===== src/rtl/q24_pkg.sv =====
// ----------------------------------------------------------------------------
// q24_pkg
// Shared types, constants and helper functions of the Q24.8 arithmetic unit.
// ----------------------------------------------------------------------------
package q24_pkg;

	localparam int FRAC_BITS = 8;
	localparam int DATA_W    = 32;
	localparam int NUM_W     = DATA_W + FRAC_BITS;	// dividend and quotient width
	localparam int PROD_W    = 2 * DATA_W;

	typedef enum logic [3:0] {
		ACT_ADD    = 4'd0,
		ACT_SUB    = 4'd1,
		ACT_MUL    = 4'd2,
		ACT_DIV    = 4'd3,
		ACT_GT     = 4'd4,
		ACT_LT     = 4'd5,
		ACT_GE     = 4'd6,
		ACT_LE     = 4'd7,
		ACT_EQ     = 4'd8,
		ACT_NE     = 4'd9,
		ACT_MIN    = 4'd10,
		ACT_MAX    = 4'd11,
		ACT_INC    = 4'd12,
		ACT_DEC    = 4'd13,
		ACT_TO_INT = 4'd14
	} action_t;

	typedef enum logic [1:0] {
		ST_OK   = 2'd0,
		ST_DIV0 = 2'd1,
		ST_OVF  = 2'd2
	} status_t;

	typedef struct packed {
		logic [3:0]         action;
		logic signed [31:0] operand_a;
		logic signed [31:0] operand_b;
	} cmd_t;

	typedef struct packed {
		logic signed [31:0] result_value;
		logic               compare_true;
		logic [1:0]         status;
	} res_t;

	// Control carried alongside the division cells.
	typedef struct packed {
		res_t res;
		logic is_div;
		logic neg;
	} ctl_t;

	// Division state: partial remainder, shifting dividend/quotient, divisor.
	typedef struct packed {
		logic [DATA_W:0]   rem;
		logic [NUM_W-1:0]  nq;
		logic [DATA_W-1:0] den;
	} div_t;

	localparam logic [31:0] SAT_MAX = 32'h7FFF_FFFF;
	localparam logic [31:0] SAT_MIN = 32'h8000_0000;

	// Clamp a 33-bit signed sum to 32 bits.
	function automatic res_t clamp33(input logic [32:0] v);
		res_t r;
		r.compare_true = 1'b0;
		r.status       = ST_OK;
		r.result_value = v[31:0];
		if (v[32] != v[31]) begin
			r.status       = ST_OVF;
			r.result_value = v[32] ? SAT_MIN : SAT_MAX;
		end
		return r;
	endfunction

	// Apply a sign to a magnitude with saturation.
	function automatic res_t from_mag(input logic neg, input logic [PROD_W-1:0] mag);
		res_t r;
		r.compare_true = 1'b0;
		r.status       = ST_OK;
		if (!neg) begin
			if (mag > PROD_W'(SAT_MAX)) begin
				r.status       = ST_OVF;
				r.result_value = SAT_MAX;
			end else begin
				r.result_value = mag[31:0];
			end
		end else begin
			if (mag > PROD_W'(SAT_MIN)) begin
				r.status       = ST_OVF;
				r.result_value = SAT_MIN;
			end else begin
				r.result_value = ~mag[31:0] + 32'd1;
			end
		end
		return r;
	endfunction

endpackage


===== src/rtl/q24_front.sv =====
// ----------------------------------------------------------------------------
// q24_front
// Two-stage front end: magnitudes and product, then all non-divide results
// and the divider setup.
// ----------------------------------------------------------------------------
module q24_front import q24_pkg::*; (
	input  logic clk,
	input  logic arst_n,
	input  logic in_valid,
	input  cmd_t cmd,
	output logic out_valid,
	output ctl_t ctl_out,
	output div_t div_out
);

	logic [31:0]        ma, mb;
	logic               valid_s1;
	logic [3:0]         act_s1;
	logic signed [31:0] a_s1, b_s1;
	logic [31:0]        ma_s1, mb_s1;
	logic [PROD_W-1:0]  prod_s1;
	logic               neg_s1;

	logic               valid_s2;
	ctl_t               ctl_s2, ctl_d;
	div_t               div_s2, div_d;
	logic [PROD_W-1:0]  mq;

	assign ma = cmd.operand_a[31] ? (~cmd.operand_a + 32'd1) : cmd.operand_a;
	assign mb = cmd.operand_b[31] ? (~cmd.operand_b + 32'd1) : cmd.operand_b;

	always_ff @(posedge clk or negedge arst_n) begin
		if (!arst_n) begin
			valid_s1 <= 1'b0;
			valid_s2 <= 1'b0;
		end else begin
			valid_s1 <= in_valid;
			valid_s2 <= valid_s1;
		end
	end

	always_ff @(posedge clk) begin
		act_s1  <= cmd.action;
		a_s1    <= cmd.operand_a;
		b_s1    <= cmd.operand_b;
		ma_s1   <= ma;
		mb_s1   <= mb;
		neg_s1  <= cmd.operand_a[31] ^ cmd.operand_b[31];
		prod_s1 <= PROD_W'(ma) * PROD_W'(mb);
		ctl_s2  <= ctl_d;
		div_s2  <= div_d;
	end

	assign mq = (prod_s1 + (PROD_W'(1) << (FRAC_BITS - 1))) >> FRAC_BITS;

	always_comb begin
		ctl_d.res.result_value = '0;
		ctl_d.res.compare_true = 1'b0;
		ctl_d.res.status       = ST_OK;
		ctl_d.is_div           = 1'b0;
		ctl_d.neg              = neg_s1;
		div_d.rem              = '0;
		div_d.den              = mb_s1;
		div_d.nq               = {ma_s1, {FRAC_BITS{1'b0}}} + NUM_W'(mb_s1 >> 1);
		unique case (act_s1)
			ACT_ADD: ctl_d.res = clamp33({a_s1[31], a_s1} + {b_s1[31], b_s1});
			ACT_SUB: ctl_d.res = clamp33({a_s1[31], a_s1} - {b_s1[31], b_s1});
			ACT_MUL: ctl_d.res = from_mag(neg_s1 && (mq != '0), mq);
			ACT_DIV: begin
				if (b_s1 == '0) begin
					ctl_d.res.status = ST_DIV0;
					if (a_s1 > 0)
						ctl_d.res.result_value = SAT_MAX;
					else if (a_s1 < 0)
						ctl_d.res.result_value = SAT_MIN;
				end else begin
					ctl_d.is_div = 1'b1;
				end
			end
			ACT_GT:     ctl_d.res.compare_true = (a_s1 >  b_s1);
			ACT_LT:     ctl_d.res.compare_true = (a_s1 <  b_s1);
			ACT_GE:     ctl_d.res.compare_true = (a_s1 >= b_s1);
			ACT_LE:     ctl_d.res.compare_true = (a_s1 <= b_s1);
			ACT_EQ:     ctl_d.res.compare_true = (a_s1 == b_s1);
			ACT_NE:     ctl_d.res.compare_true = (a_s1 != b_s1);
			ACT_MIN:    ctl_d.res.result_value = (a_s1 > b_s1) ? b_s1 : a_s1;
			ACT_MAX:    ctl_d.res.result_value = (a_s1 < b_s1) ? b_s1 : a_s1;
			ACT_INC:    ctl_d.res = clamp33({a_s1[31], a_s1} + 33'd1);
			ACT_DEC:    ctl_d.res = clamp33({a_s1[31], a_s1} - 33'd1);
			ACT_TO_INT: ctl_d.res.result_value = a_s1 >>> FRAC_BITS;
			default: ;
		endcase
	end

	assign out_valid = valid_s2;
	assign ctl_out   = ctl_s2;
	assign div_out   = div_s2;

endmodule


===== config.mk =====
export PLATFORM = sky130hd
export DESIGN_NAME = q24_front
export DESIGN_NICKNAME = d
export VERILOG_FILES = /design/src/rtl/q24_pkg.sv /design/src/rtl/q24_front.sv
export SDC_FILE = /design/constraint.sdc
export NUM_CORES = 2
export LEC_CHECK = 0
export BUFFER_PORTS_ARGS = -buffer_cell sky130_fd_sc_hd__buf_2
export CAP_MARGIN = 20
export CORE_UTILIZATION = 60
export DETAILED_ROUTE_END_ITERATION = 8
export PLACE_DENSITY = 0.78
export SLEW_MARGIN = 10
export SYNTH_ARGS = -nofsm -noshare
export SYNTH_HDL_FRONTEND = slang
export SYNTH_SLANG_ARGS = --single-unit

===== constraint.sdc =====
create_clock -name clk -period 8.4 [get_ports clk]
set_input_delay 0.84 -clock clk [delete_from_list [all_inputs] [get_ports clk]]
set_output_delay 0.84 -clock clk [all_outputs]
set_load 0.03 [all_outputs]

==> results.yml <==
status:
  status: "finished with violations"
  violations: "negative setup slack"
routing:
  vias_per_cell: 6.04
  via_count: 45900
  drt_pass1_iterations: 7
  drcViolationCount: 0
  drt-total-wl_um: 183000
  wire_per_inst_um: 24.0
  drt_iter0_drc: 4718
  postRouteAntennaNets: 0
timing:
  max_freq_ghz: 0.102
  finalCritPeriodShare: 1.16
  final.min_clock_period_ns: 9.78
  worstMarginPinSlew_ns: 1.23
  hold_viol_final: 0
  finalSetupViolCount: 39
  clock_skew_ns: 0.0425
  finalMaxSlewViolations: 0
  rsz0062_at_grt: "yes"
  slew_headroom: 0.157
  fin_ws_ns: -1.38
floorplan:
  start_util: 0.607
  pin_count: 214
  die_x_um: 290
  dieArea_mm2: 0.0843
  num_rows: 105
  core_area_mm2: 0.0822
  die_h_um: 290
worst_setup_path:
  cp-start-kind: "primary input"
  cp_common_cell: "fa_1"
  slowest_delay_ns: 0.60
  worstSetupPathType: "primary input to flop"
  worstPathMaxFanout: 4
  cp.arrival_ns: 10.31
  slowest_stage: "fa_2"
  r2r_slack_ns: 2.49
  worstPathRequired_ns: 8.93
  endpoint_kind: "flop"
global_route:
  grtUsageTotal: 0.435
  grt_pass1_wl_um: 275000
  grt_overflow: 0
  grt_start_max_net_pins: 39
  grt_pass1_vias: 46900
  antenna_found_initial: 20
synthesis:
  ys.flop_type: "dfxtp_1"
  ys_seq_elements: 291
  yosys_warnings: 0
  avgSynthCellArea_um2: 8.44
  synth_edf_count: 0
  netlist_area_mm2: 0.0499
  synthCells: 5914
  synth_area_leader_cell: "fa_1"
  synth-async-reset-ratio: 0.00687
  yosys.area_share.simple: 0.163
  yosys-top-cells-count: "inv_1, fa_1, nor2_1, nand2_1, ha_1"
  synth_compound_area_frac: 0.0998
  ys_types: 96
  synth_area_leaders: "fa_1, dfxtp_1, ha_1"
  synth_top_area_frac: 0.360
  yosysMostFrequentCell: "inv_1"
  synth_xor_area_frac: 0.0525
  synthAdderAreaFrac: 0.449
  ys_seq_area_frac: 0.117
  synth_top_family_by_area: "adder cells"
  muxShareOfSynthArea: 0.00850
clocking:
  cts_tree: "yes"
  root_buffer: "clkbuf_16"
  clk_transition_reported_paths_ns: 0.06
  clk_latency_ns: 0.62
  cts.sinks: 291
  numCtsBuffers: 36
  h-tree-depth: 2
  clockBufferDepth: 3
finish:
  fillers: 6198
  final_area_mm2: 0.0590
  layout-drive-gt1-share: 0.176
  syn_to_final_growth_pct: 18.2
  finish.utilization: 0.717
  fin_nets: 7820
place:
  gp_congestion: 1.04
  place_area_mm2: 0.0567
  dpl.hpwl_um: 150000
  numPortBuffers: 180
job:
  maxCapViolations: 0
hold_path:
  hp-class: "flop to flop"
logic make-up after synthesis:
group / count (synthesis)
fa+ha+maj: 1252
flops: 291
xor+xnor: 299
mux: 42
compound gates: 761
other cells: 1
simple gates: 1849
buf+inv: 1419
worst paths after layout:
check	from	depth (start not counted)	endpoint
max in group asynchronous	arst_n	2	out_valid
setup / recovery	cmd[10]	33	prod_s1[62]
min in group asynchronous	arst_n	2	valid_s1
hold reg to reg	mb_s1[4]	0	div_out[4]
hold / removal	mb_s1[4]	0	div_out[4]
setup reg to reg	ma_s1[0]	12	ctl_out[26]
critical path, delay by kind of cell:
kind | cells | cell delay, ns
adder cells (fa/ha/maj) | 9 | 4.47
AND/OR/NAND/NOR | 7 | 2.24
AO/OA/AOI/OAI | 9 | 1.79
buffers and inverters | 6 | 0.60
XOR/XNOR | 2 | 0.34
through the flow:
| stage | hold WS (ns) | setup TNS (ns) | setup slack [ns] | std cells |
|---|---|---|---|---|
| 2_1_floorplan | 0.310 | -33.19 | -1.31 | 5946 |
| 3_3_place_gp | 0.312 | -71.81 | -2.15 | 7490 |
| 3_5_place_dp | 0.313 | -75.65 | -2.21 | 7490 |
| 4_1_cts | 0.282 | -34.36 | -1.31 | 7571 |
| 5_1_grt | 0.303 | -47.99 | -1.64 | 7594 |
| 6_report | 0.284 | -37.46 | -1.38 | 7603 |
what timing repair did:
| action | CTS | global route |
|---|---|---|
| gates resized for setup | 62 | 98 |
| gates cloned | 0 | 1 |
| buffers inserted | 15 | 22 |
| setup endpoints to repair | 49 | 48 |
| pin swaps | 39 | 66 |
| hold endpoints to repair | 2 | 0 |
| hold buffers | 1 | 0 |
cell usage in the layout, fill, tap and decap left out, types with 30 or more instances in the layout:
cell	count
inv_1	1037
fa_1	886
nor2_1	740
nand2_1	621
buf_4	605
ha_1	332
dfxtp_1	289
a21oi_1	220
buf_2	179
xnor2_1	153
o21ai_0	145
xor2_1	98
nand3_1	94
a21o_1	72
nor3_1	57
nand4_1	57
buf_12	46
nor4_1	38
mux2i_1	37
clkbuf_16	36
conb_1	33
nand2b_1	30
registers in the layout (all words and copies together) (netlist names):
register / cells
div_out: 64
prod_s1: 57
ctl_out: 37
ma_s1: 32
mb_s1: 32
a_s1: 31
b_s1: 31
act_s1: 4
neg_s1: 1
out_valid: 1
valid_s1: 1
per-layer routing:
metal | up-vias | share of wire | track usage
li1 | 19600 | - | -
met1 | 22500 | 0.35 | 0.535
met2 | 2902 | 0.44 | 0.674
met3 | 853 | 0.11 | 0.107
met4 | 20 | 0.087 | 0.308
met5 | - | 0.00069 | 0
final cells by class:
cell class              instances  area (um2)  area share
diodes                          9        22.5    0.000382
clock buffers                  48        1020      0.0172
clock inverters                17         179     0.00303
inverters                    1078        4070      0.0690
multi-input cells            4236       39900       0.676
flip-flops and latches        291        5840      0.0989
well taps                    1070        1340      0.0227
repair buffers                853        6630       0.112
repair inverters                1        7.51    0.000127
Power is not shown: default switching activity piles up to over one toggle a cycle in this logic, so the estimate is an artifact.
