## src/rtl/q24_pkg.sv

```systemverilog
// ----------------------------------------------------------------------------
// q24_pkg
// Shared types, constants and helper functions of the Q24.8 arithmetic unit.
// ----------------------------------------------------------------------------
package q24_pkg;

	localparam int FRAC_BITS = 8;
	localparam int DATA_W    = 32;
	localparam int NUM_W     = DATA_W + FRAC_BITS;	// dividend and quotient width
	localparam int PROD_W    = 2 * DATA_W;

	typedef enum logic [3:0] {
		ACT_ADD    = 4'd0,
		ACT_SUB    = 4'd1,
		ACT_MUL    = 4'd2,
		ACT_DIV    = 4'd3,
		ACT_GT     = 4'd4,
		ACT_LT     = 4'd5,
		ACT_GE     = 4'd6,
		ACT_LE     = 4'd7,
		ACT_EQ     = 4'd8,
		ACT_NE     = 4'd9,
		ACT_MIN    = 4'd10,
		ACT_MAX    = 4'd11,
		ACT_INC    = 4'd12,
		ACT_DEC    = 4'd13,
		ACT_TO_INT = 4'd14
	} action_t;

	typedef enum logic [1:0] {
		ST_OK   = 2'd0,
		ST_DIV0 = 2'd1,
		ST_OVF  = 2'd2
	} status_t;

	typedef struct packed {
		logic [3:0]         action;
		logic signed [31:0] operand_a;
		logic signed [31:0] operand_b;
	} cmd_t;

	typedef struct packed {
		logic signed [31:0] result_value;
		logic               compare_true;
		logic [1:0]         status;
	} res_t;

	// Control carried alongside the division cells.
	typedef struct packed {
		res_t res;
		logic is_div;
		logic neg;
	} ctl_t;

	// Division state: partial remainder, shifting dividend/quotient, divisor.
	typedef struct packed {
		logic [DATA_W:0]   rem;
		logic [NUM_W-1:0]  nq;
		logic [DATA_W-1:0] den;
	} div_t;

	localparam logic [31:0] SAT_MAX = 32'h7FFF_FFFF;
	localparam logic [31:0] SAT_MIN = 32'h8000_0000;

	// Clamp a 33-bit signed sum to 32 bits.
	function automatic res_t clamp33(input logic [32:0] v);
		res_t r;
		r.compare_true = 1'b0;
		r.status       = ST_OK;
		r.result_value = v[31:0];
		if (v[32] != v[31]) begin
			r.status       = ST_OVF;
			r.result_value = v[32] ? SAT_MIN : SAT_MAX;
		end
		return r;
	endfunction

	// Apply a sign to a magnitude with saturation.
	function automatic res_t from_mag(input logic neg, input logic [PROD_W-1:0] mag);
		res_t r;
		r.compare_true = 1'b0;
		r.status       = ST_OK;
		if (!neg) begin
			if (mag > PROD_W'(SAT_MAX)) begin
				r.status       = ST_OVF;
				r.result_value = SAT_MAX;
			end else begin
				r.result_value = mag[31:0];
			end
		end else begin
			if (mag > PROD_W'(SAT_MIN)) begin
				r.status       = ST_OVF;
				r.result_value = SAT_MIN;
			end else begin
				r.result_value = ~mag[31:0] + 32'd1;
			end
		end
		return r;
	endfunction

endpackage

```

## src/rtl/q24_back.sv

```systemverilog
// ----------------------------------------------------------------------------
// q24_back
// Output stage: sign and saturate the quotient, register the result.
// ----------------------------------------------------------------------------
module q24_back import q24_pkg::*; (
	input  logic clk,
	input  logic arst_n,
	input  logic in_valid,
	input  ctl_t ctl_in,
	input  div_t div_in,
	output logic out_valid,
	output res_t res_out
);

	res_t res_d;

	always_comb begin
		res_d = ctl_in.res;
		if (ctl_in.is_div)
			res_d = from_mag(ctl_in.neg && (div_in.nq != '0), PROD_W'(div_in.nq));
	end

	always_ff @(posedge clk or negedge arst_n) begin
		if (!arst_n)
			out_valid <= 1'b0;
		else
			out_valid <= in_valid;
	end

	always_ff @(posedge clk) begin
		res_out <= res_d;
	end

endmodule

```

## config.mk

```make
export PLATFORM = sky130hd
export DESIGN_NAME = q24_back
export DESIGN_NICKNAME = d
export VERILOG_FILES = /design/src/rtl/q24_pkg.sv /design/src/rtl/q24_back.sv
export SDC_FILE = /design/constraint.sdc
export NUM_CORES = 1
export LEC_CHECK = 0
export BUFFER_PORTS_ARGS = -buffer_cell sky130_fd_sc_hd__buf_4
export CAP_MARGIN = 40
export CORE_MARGIN = 2
export CORE_UTILIZATION = 40
export DETAILED_ROUTE_END_ITERATION = 10
export HOLD_SLACK_MARGIN = 0.12
export PLACE_DENSITY = 0.86
export SYNTH_ARGS = -nofsm -noshare
export SYNTH_HDL_FRONTEND = slang
export SYNTH_SLANG_ARGS = --single-unit
export TNS_END_PERCENT = 1
```

## constraint.sdc

```tcl
create_clock -name clk -period 0.8 [get_ports clk]
set_input_delay 0.04 -clock clk [delete_from_list [all_inputs] [get_ports clk]]
set_output_delay 0.04 -clock clk [all_outputs]
set_load 0.03 [all_outputs]
```

==> out/metrics.yaml, run 1 <==
num-nets-final: 693
grt_overflow_total: 0
arrival_ns: 2.11
ctsHtreeMaxLevel: 2
io_buffers: 115
final_common_cell: "buf_4"
cts.sinks: 36
synth_area_leader_cell: "dfxtp_1"
syn_nets: 444
grt_antenna_before_repair: 0
dpl.cell_count: 572
async_flop_share_pct: 2.778
critPathTopFamily: "simple AND/OR/NAND/NOR gates"
cp_slowest_cell: "or4_4"
fin_crit_sh_pct: 237.5
setup_violations: 45
synth_top_area_share_pct: 29.79
hold_viol_final: 0
ys_ff_latch: 36
synth_area_per_cell_um2: 7.893
slew_viol_final: 0
drive_gt1_share_pct: 55.11
clk_pin_slew_worst_paths_ns: 0.09
drc: 0
p_leak_nw: 2.101
dieArea_mm2: 0.006510
fmax_mhz: 526.3
ios: 181
first_pass_iters: 5
cap_violations: 0
n_antenna_cell: 0
routabilityCongestion: 0.9693
dpl.hpwl_um: 7649
cp-start-kind: "input pin"
critPathMaxStageDelay_ns: 0.54
holdBufCountCts: 37
yosysWarnings: 0
fp-row-count: 27
grt_max_degree: 24
tightestPinTransition_ns: 0.3992
final_cell_count_no_fill: 620
path_class: "in2reg"
place_ws_ns: -1.474
cts_root_buf: "clkbuf_8"
yosysSeqAreaShare_pct: 30.85
die_w_um: 80.69
total_power_mw: 5.446
synth.distinct_cells: 59
min_path_cells: 3
synth_edf_count: 0
hold_end: "res_out[20]"
required_ns: 1.01
final_core_util_pct: 87.13
synth-main-ff-cell: "dfxtp_1"
mostFrequentLayoutCells: "173 x buf_4, 48 x nor2_1, 43 x buf_6, 37 x dlygate4sd3_1, 27 x dfxtp_2"
wl_per_cell_um: 19.02
cp-end-kind: "flop"
core-area_mm2: 0.005608
crit_top_cell: "buf_6"
power_density_mw_per_mm2: 1115
crit_start: "div_in[60]"
crit_fanout: 9
fin_crit_ns: 1.900
synthTopCellsByArea: "dfxtp_1 30%, nor2_1 7.8%, nor3_1 3.8%"
die_h_um: 80.69
grt_pass1_vias: 3738
rsz0062_at_grt: "yes"
start_util_pct: 41.95
wl_um: 11790
cts_inserted_buffers: 5
ir_drop_mv: 0.8916
path_cells: "buf_6 -> or4_4 -> or3_4 -> o31a_4 -> nor3_4 -> buf_6 -> a211oi_2 -> a311oi_1"
relSlewSlack_pct: 73.26
min_path_type: "in2reg"
violations: "negative setup slack"
tritoncts: "yes"
hold_start: "ctl_in[22]"
fill_cells: 308
grt_pass1_wl_um: 17750
outcome: "finished with violations"
vias_per_cell: 5.879
vias: 3645
drt-initial-drc-count: 356
syn_area_mm2: 0.002352
synth_cells: 298
area_delta_synth_final_pct: 107.7
ant_nets: 0
worst_slack_ns: -1.100
clockBufferDepth: 2
cp.buffers_inverters: 2
grt_usage_pct: 35.44
kinds of logic (layout without fill, tap and decap cells):
family / count (synthesis) / after routing / synth area share (%)
simple gates: 154 / 154 / 37.39
flops: 36 / 36 / 30.85
mux: 5 / 5 / 2.181
buf+inv: 19 / 269 / 3.404
compound gates: 82 / 82 / 25.27
xor+xnor: 1 / 1 / 0.3724
fa+ha+maj: 1 / 1 / 0.5318
worst max path at each step:
stage,end,slack (ns),cells past startpoint
after floorplan,res_out[10],-1.23,7
after global placement,res_out[7],-1.45,7
after detailed placement,res_out[19],-1.47,8
after CTS,res_out[20],-1.03,8
after global routing,res_out[6],-1.14,8
final,res_out[6],-1.10,8
metal layers:
metal / vias up / GRT usage [%] / part of all wire, %
li1: 1651 / - / -
met1: 1679 / 38.63 / 38
met2: 259 / 63.25 / 49
met3: 56 / 7.865 / 8.5
met4: 0 / 19.15 / 4.3
met5: - / 0 / 0
worst min-delay path, stage by stage:
cell and delay [ns]:
buf_4 0.09, mux2i_1 0.07, o311ai_2 0.06
per-stage QoR:
step | setup TNS (ns) | area (um^2) | hold slack [ns]
3_5_place_dp | -43.20 | 4033 | -0.1830
5_1_grt | -33.76 | 4886 | 0.02514
4_1_cts | -30.80 | 4721 | -0.001207
6_report | -31.59 | 4886 | 0.005211
2_1_floorplan | -36.76 | 2357 | -0.2556
3_3_place_gp | -42.13 | 4033 | -0.1847
final cells by class:
cell class,count,area [um^2],area share [%]
multi-input combinational,243,1722,35.24
inverter,5,18.77,0.3841
timing repair buffer,256,2208,45.20
clock buffer,5,68.82,1.408
tap,72,90.09,1.844
sequential,36,759.5,15.54
clock inverter,3,18.77,0.3841
sequential cells by signal, indices dropped and copies added (netlist names):
| signal | flops |
|---|---|
| out_valid | 1 |
| res_out | 35 |
Yosys cell counts (2+ instances only):
library cell and number:
o211a_1 3, a211oi_1 11, o221ai_1 3, nor2_1 49, nand4b_1 3, o21a_1 2
nand3b_1 3, o32a_1 2, nor4_2 2, mux2i_1 4, a41oi_1 2, nor4_1 7
a311oi_1 3, nor4_4 2, nand4_1 2, nand2_1 22, clkbuf_1 12, and4_1 4
nand3_1 10, inv_1 5, or4_1 6, o21ai_0 13, o211ai_1 6, nor3b_1 5
nor3_1 18, or3_1 8, nor2b_1 3, a21oi_1 14, a31oi_1 10, dfxtp_1 35
report_power, final:
| group | leakage (nW) | switching (mW) | internal [mW] |
|---|---|---|---|
| clock | 0.0479 | 0.750 | 0.608 |
| sequential | 0.305 | 0.0837 | 1.97 |
| combinational | 1.75 | 0.970 | 1.06 |
| total | 2.10 | 1.80 | 3.64 |
timing repair:
| action | in CTS | in global routing |
|---|---|---|
| hold endpoints to repair | 37 | 6 |
| buffers inserted | 2 | 1 |
| resized for setup | 64 | 48 |
| endpoints found under the setup margin | 55 | 67 |
| pin swaps | 4 | 8 |
Power figures use the tool's default switching activity.
==> run 2, diff against run 1 <==
--- a/config.mk
+++ b/config.mk
@@ -7,11 +7,14 @@
 export LEC_CHECK = 0
 export BUFFER_PORTS_ARGS = -buffer_cell sky130_fd_sc_hd__buf_4
 export CAP_MARGIN = 40
+export CELL_PAD_IN_SITES_DETAIL_PLACEMENT = 0
+export CELL_PAD_IN_SITES_GLOBAL_PLACEMENT = 1
 export CORE_MARGIN = 2
-export CORE_UTILIZATION = 40
+export CORE_UTILIZATION = 27
+export CTS_BUF_LIST = sky130_fd_sc_hd__clkbuf_8
 export DETAILED_ROUTE_END_ITERATION = 10
 export HOLD_SLACK_MARGIN = 0.12
-export PLACE_DENSITY = 0.86
+export PLACE_DENSITY = 0.87
 export SYNTH_ARGS = -nofsm -noshare
 export SYNTH_HDL_FRONTEND = slang
 export SYNTH_SLANG_ARGS = --single-unit
==> out/metrics.yaml, run 2 (synthesis results as in run 1) <==
outcome: "finished with violations"
violations: "negative setup slack"
cts_inserted_buffers: 5
cap_violations: 0
arrival_ns: 2.06
p_leak_nw: 2.139
crit_fanout: 10
cts_root_buf: "clkbuf_8"
grt_antenna_before_repair: 0
routabilityCongestion: 0.9646
fmax_mhz: 531.1
path_class: "in2reg"
required_ns: 0.98
fill_cells: 804
reg_top3: "res_out x35, out_valid x1"
placed_cell_area_mm2: 0.004125
ir_drop_mv: 0.5941
die_w_um: 97.34
tightestPinTransition_ns: 0.3744
drc: 0
ios: 181
die_h_um: 97.34
power_density_mw_per_mm2: 1076
final_common_cell: "buf_4"
wl_um: 10560
ant_nets: 0
clk_pin_slew_worst_paths_ns: 0.07
start_util_pct: 27.37
dieArea_mm2: 0.009475
mostFrequentLayoutCells: "176 x buf_4, 48 x nor2_1, 44 x buf_6, 40 x dlygate4sd3_1, 34 x dfxtp_2"
drt-initial-drc-count: 168
fin_area_mm2: 0.004959
worst_slack_ns: -1.083
min_path_type: "in2reg"
vias_per_cell: 5.125
total_power_mw: 5.334
ctsHtreeMaxLevel: 2
n_antenna_cell: 0
dpl.cell_count: 611
cts.sinks: 36
drive_gt1_share_pct: 54.14
fin_crit_sh_pct: 235.3
setup_violations: 34
fin_crit_ns: 1.883
io_buffers: 115
vias: 3403
relSlewSlack_pct: 74.81
final_cell_count_no_fill: 664
holdBufCountCts: 40
core-area_mm2: 0.008593
grt_max_degree: 18
grt_pass1_vias: 3431
grt_pass1_wl_um: 16860
grt_usage_pct: 21.77
final_core_util_pct: 57.70
hold_viol_final: 0
grt_overflow_total: 0
num-nets-final: 701
first_pass_iters: 4
wl_per_cell_um: 15.90
crit_start: "div_in[60]"
tritoncts: "yes"
clockBufferDepth: 2
dpl.hpwl_um: 7930
fp-row-count: 34
cp-end-kind: "flop"
largest_reg_flops: 35
cp-start-kind: "input pin"
rsz0062_at_grt: "yes"
area_delta_synth_final_pct: 110.8
largest_register: "res_out"
crit_end: "res_out[20]"
slew_viol_final: 0
==> run 2: where the power goes <==
part | total [mW] | internal, mW | switching [mW]
Clock | 1.28 | 0.587 | 0.697
Combinational | 2.00 | 1.08 | 0.914
Sequential | 2.05 | 1.98 | 0.0752
==> run 2: how the worst min path moves through the flow <==
| stage | depth (start not counted) | startpoint | endpoint |
|---|---|---|---|
| after floorplan | 0 | arst_n | out_valid |
| after global placement | 1 | arst_n | out_valid |
| after detailed placement | 1 | arst_n | out_valid |
| after CTS | 3 | div_in[42] | res_out[13] |
| after global routing | 3 | div_in[42] | res_out[13] |
| final | 3 | div_in[42] | res_out[13] |
==> run 2: final cells by class <==
class                      count  area, um^2  share of cell area, %
sequential                    36       768.2                  15.49
multi-input combinational    243        1658                  33.43
clock inverter                 3       12.51                 0.2523
tap                          108       135.1                  2.725
clock buffer                   5       68.82                  1.388
timing repair buffer         264        2297                  46.33
inverter                       5       18.77                 0.3785
==> run 2: timing repair <==
action,in CTS,in global routing
pin swaps,12,4
setup buffers,0,5
setup endpoints to repair,60,69
gates resized for setup,57,45
hold endpoints to repair,36,4
==> run 2: critical path, cell delays in order <==
cell	delay, ns
buf_6	0.09
or4_4	0.53
or3_4	0.40
o31a_4	0.34
nor3_4	0.17
buf_6	0.18
nand2_2	0.07
o311ai_2	0.23
==> run 2: stage by stage <==
| stage | hold slack (ns) | setup TNS [ns] | setup WS, ns |
|---|---|---|---|
| 4_1_cts | 0.04413 | -30.59 | -1.073 |
| 3_5_place_dp | -0.1840 | -43.84 | -1.508 |
| 5_1_grt | 0.05508 | -33.70 | -1.133 |
| 3_3_place_gp | -0.1850 | -42.98 | -1.482 |
| 2_1_floorplan | -0.2556 | -36.76 | -1.234 |
| 6_report | 0.05860 | -31.63 | -1.083 |
==> run 2: routing by layer <==
metal / global-route usage [%] / vias up / wire, um
met3: 3.309 / 10 / 518
met4: 5.342 / 0 / 119
met1: 28.48 / 1604 / 4598
li1: - / 1671 / -
met5: 0 / - / 0
met2: 37.66 / 118 / 5320
==> run 3, diff against run 2 <==
--- a/config.mk
+++ b/config.mk
@@ -8,13 +8,13 @@
 export BUFFER_PORTS_ARGS = -buffer_cell sky130_fd_sc_hd__buf_4
 export CAP_MARGIN = 40
 export CELL_PAD_IN_SITES_DETAIL_PLACEMENT = 0
-export CELL_PAD_IN_SITES_GLOBAL_PLACEMENT = 1
+export CELL_PAD_IN_SITES_GLOBAL_PLACEMENT = 2
 export CORE_MARGIN = 2
-export CORE_UTILIZATION = 27
+export CORE_UTILIZATION = 20
 export CTS_BUF_LIST = sky130_fd_sc_hd__clkbuf_8
 export DETAILED_ROUTE_END_ITERATION = 10
-export HOLD_SLACK_MARGIN = 0.12
-export PLACE_DENSITY = 0.87
+export HOLD_SLACK_MARGIN = 0.02
+export PLACE_DENSITY = 0.86
 export SYNTH_ARGS = -nofsm -noshare
 export SYNTH_HDL_FRONTEND = slang
 export SYNTH_SLANG_ARGS = --single-unit
==> out/metrics.yaml, run 3 (synthesis results as in run 1) <==
dpl.cell_count: 643
grt_pass1_vias: 3565
fin_crit_ns: 1.877
hold_viol_final: 0
grt_usage_pct: 17.80
vias_per_cell: 4.910
area_delta_synth_final_pct: 107.7
cp-start-kind: "input pin"
ant_nets: 0
min_path_type: "in2reg"
violations: "negative setup slack"
path_class: "in2reg"
cts.sinks: 36
routabilityCongestion: 0.8660
path_cells: "buf_6 -> or4_4 -> or3_4 -> o31a_4 -> nor3_4 -> buf_6 -> nand2_1 -> o311ai_2"
wl_um: 11110
start_util_pct: 20.51
final_cell_count_no_fill: 680
tritoncts: "yes"
grt_overflow_total: 0
cp-end-kind: "flop"
grt_antenna_before_repair: 0
place_ws_ns: -1.456
placed_cell_area_mm2: 0.004121
cts_root_buf: "clkbuf_8"
io_buffers: 115
relSlewSlack_pct: 72.93
slew_viol_final: 0
dpl.hpwl_um: 8702
vias: 3339
crit_top_cell: "buf_6"
critPathMaxStageDelay_ns: 0.53
outcome: "finished with violations"
drt-initial-drc-count: 165
largest_register: "res_out"
cap_violations: 0
crit_fanout: 10
die_w_um: 112.5
fin_crit_sh_pct: 234.6
fin_area_mm2: 0.004886
arrival_ns: 2.08
first_pass_iters: 4
fmax_mhz: 532.8
reg_top3: "res_out x35, out_valid x1"
dieArea_mm2: 0.01265
cp_slowest_cell: "or4_4"
drc: 0
grt_pass1_wl_um: 17950
worst_slack_ns: -1.077
fp-row-count: 39
drive_gt1_share_pct: 55.68
tightestPinTransition_ns: 0.3959
tns_ns: -31.01
ir_drop_mv: 0.7735
cts_inserted_buffers: 5
power_density_mw_per_mm2: 1161
clockBufferDepth: 2
ctsHtreeMaxLevel: 2
core-area_mm2: 0.01147
grt_max_degree: 23
largest_reg_flops: 35
wl_per_cell_um: 16.34
setup_violations: 41
num-nets-final: 682
rsz0062_at_grt: "yes"
p_leak_nw: 2.063
n_antenna_cell: 0
final_core_util_pct: 42.61
final_common_cell: "buf_4"
ios: 181
required_ns: 1.01
clk_pin_slew_worst_paths_ns: 0.08
mostFrequentLayoutCells: "171 x buf_4, 47 x nor2_1, 45 x buf_6, 35 x dfxtp_2, 27 x dlygate4sd3_1"
die_h_um: 112.5
==> run 3: changes by cell type in the layout (fill, tap and decap cells not counted), moves of 2 or more <==
cell           previous run  this run
buf_12                    4         2
buf_4                   176       171
dlygate4sd3_1            40        27
nor3b_2                   2         0
nor4_4                    2         4
o21ai_0                   9         7
o21ai_1                   4         6
==> run 3: worst paths after layout <==
kind	depth (start not counted)	from	slack, ns	end
min	3	ctl_in[23]	0.03	res_out[21]
min in group asynchronous	2	arst_n	0.04	out_valid
max in group asynchronous	2	arst_n	0.68	out_valid
max	8	div_in[60]	-1.08	res_out[20]
==> run 3: layer usage <==
| layer | track usage [%] | vias up | wire length (um) |
|---|---|---|---|
| li1 | - | 1625 | - |
| met1 | 22.62 | 1593 | 4940 |
| met2 | 31.41 | 107 | 5477 |
| met3 | 3.294 | 14 | 578 |
| met4 | 3.821 | 0 | 112 |
| met5 | 0 | - | 0 |
==> run 3: power by group <==
group          switching, mW  internal [mW]  total [mW]
Sequential            0.0798           1.98        2.06
Clock                  0.765          0.914        1.68
Combinational          0.912           1.02        1.93
==> run 3: layout make-up <==
| type | instances | area (um^2) |
|---|---|---|
| clock buffer | 5 | 68.82 |
| sequential | 36 | 769.5 |
| tap | 143 | 178.9 |
| fill | 1178 | 6581 |
| clock inverter | 3 | 38.79 |
| timing repair buffer | 245 | 2101 |
| inverter | 5 | 18.77 |
| multi-input combinational | 243 | 1710 |
==> run 3: through the flow <==
step	power (mW)	hold slack, ns
6_report	5.672	0.03277
5_1_grt	5.936	0.03079
4_1_cts	5.717	0.02083
3_5_place_dp	3.722	-0.1834
3_3_place_gp	3.710	-0.1851
2_1_floorplan	2.716	-0.2556
==> run 3: what timing repair did <==
action | CTS | global route
hold buffers | 27 | 0
resized for setup | 101 | 14
endpoints found under the setup margin | 69 | 69
buffers inserted | 2 | 0
endpoints found under the hold margin | 27 | 0
pin swaps | 10 | 9
==> run 3: critical path, delay by kind of cell <==
family / cells / cell delay, ns
and+or+nand+nor: 4 / 1.18
buffers and inverters: 2 / 0.27
AOI/OAI and AO/OA: 2 / 0.58
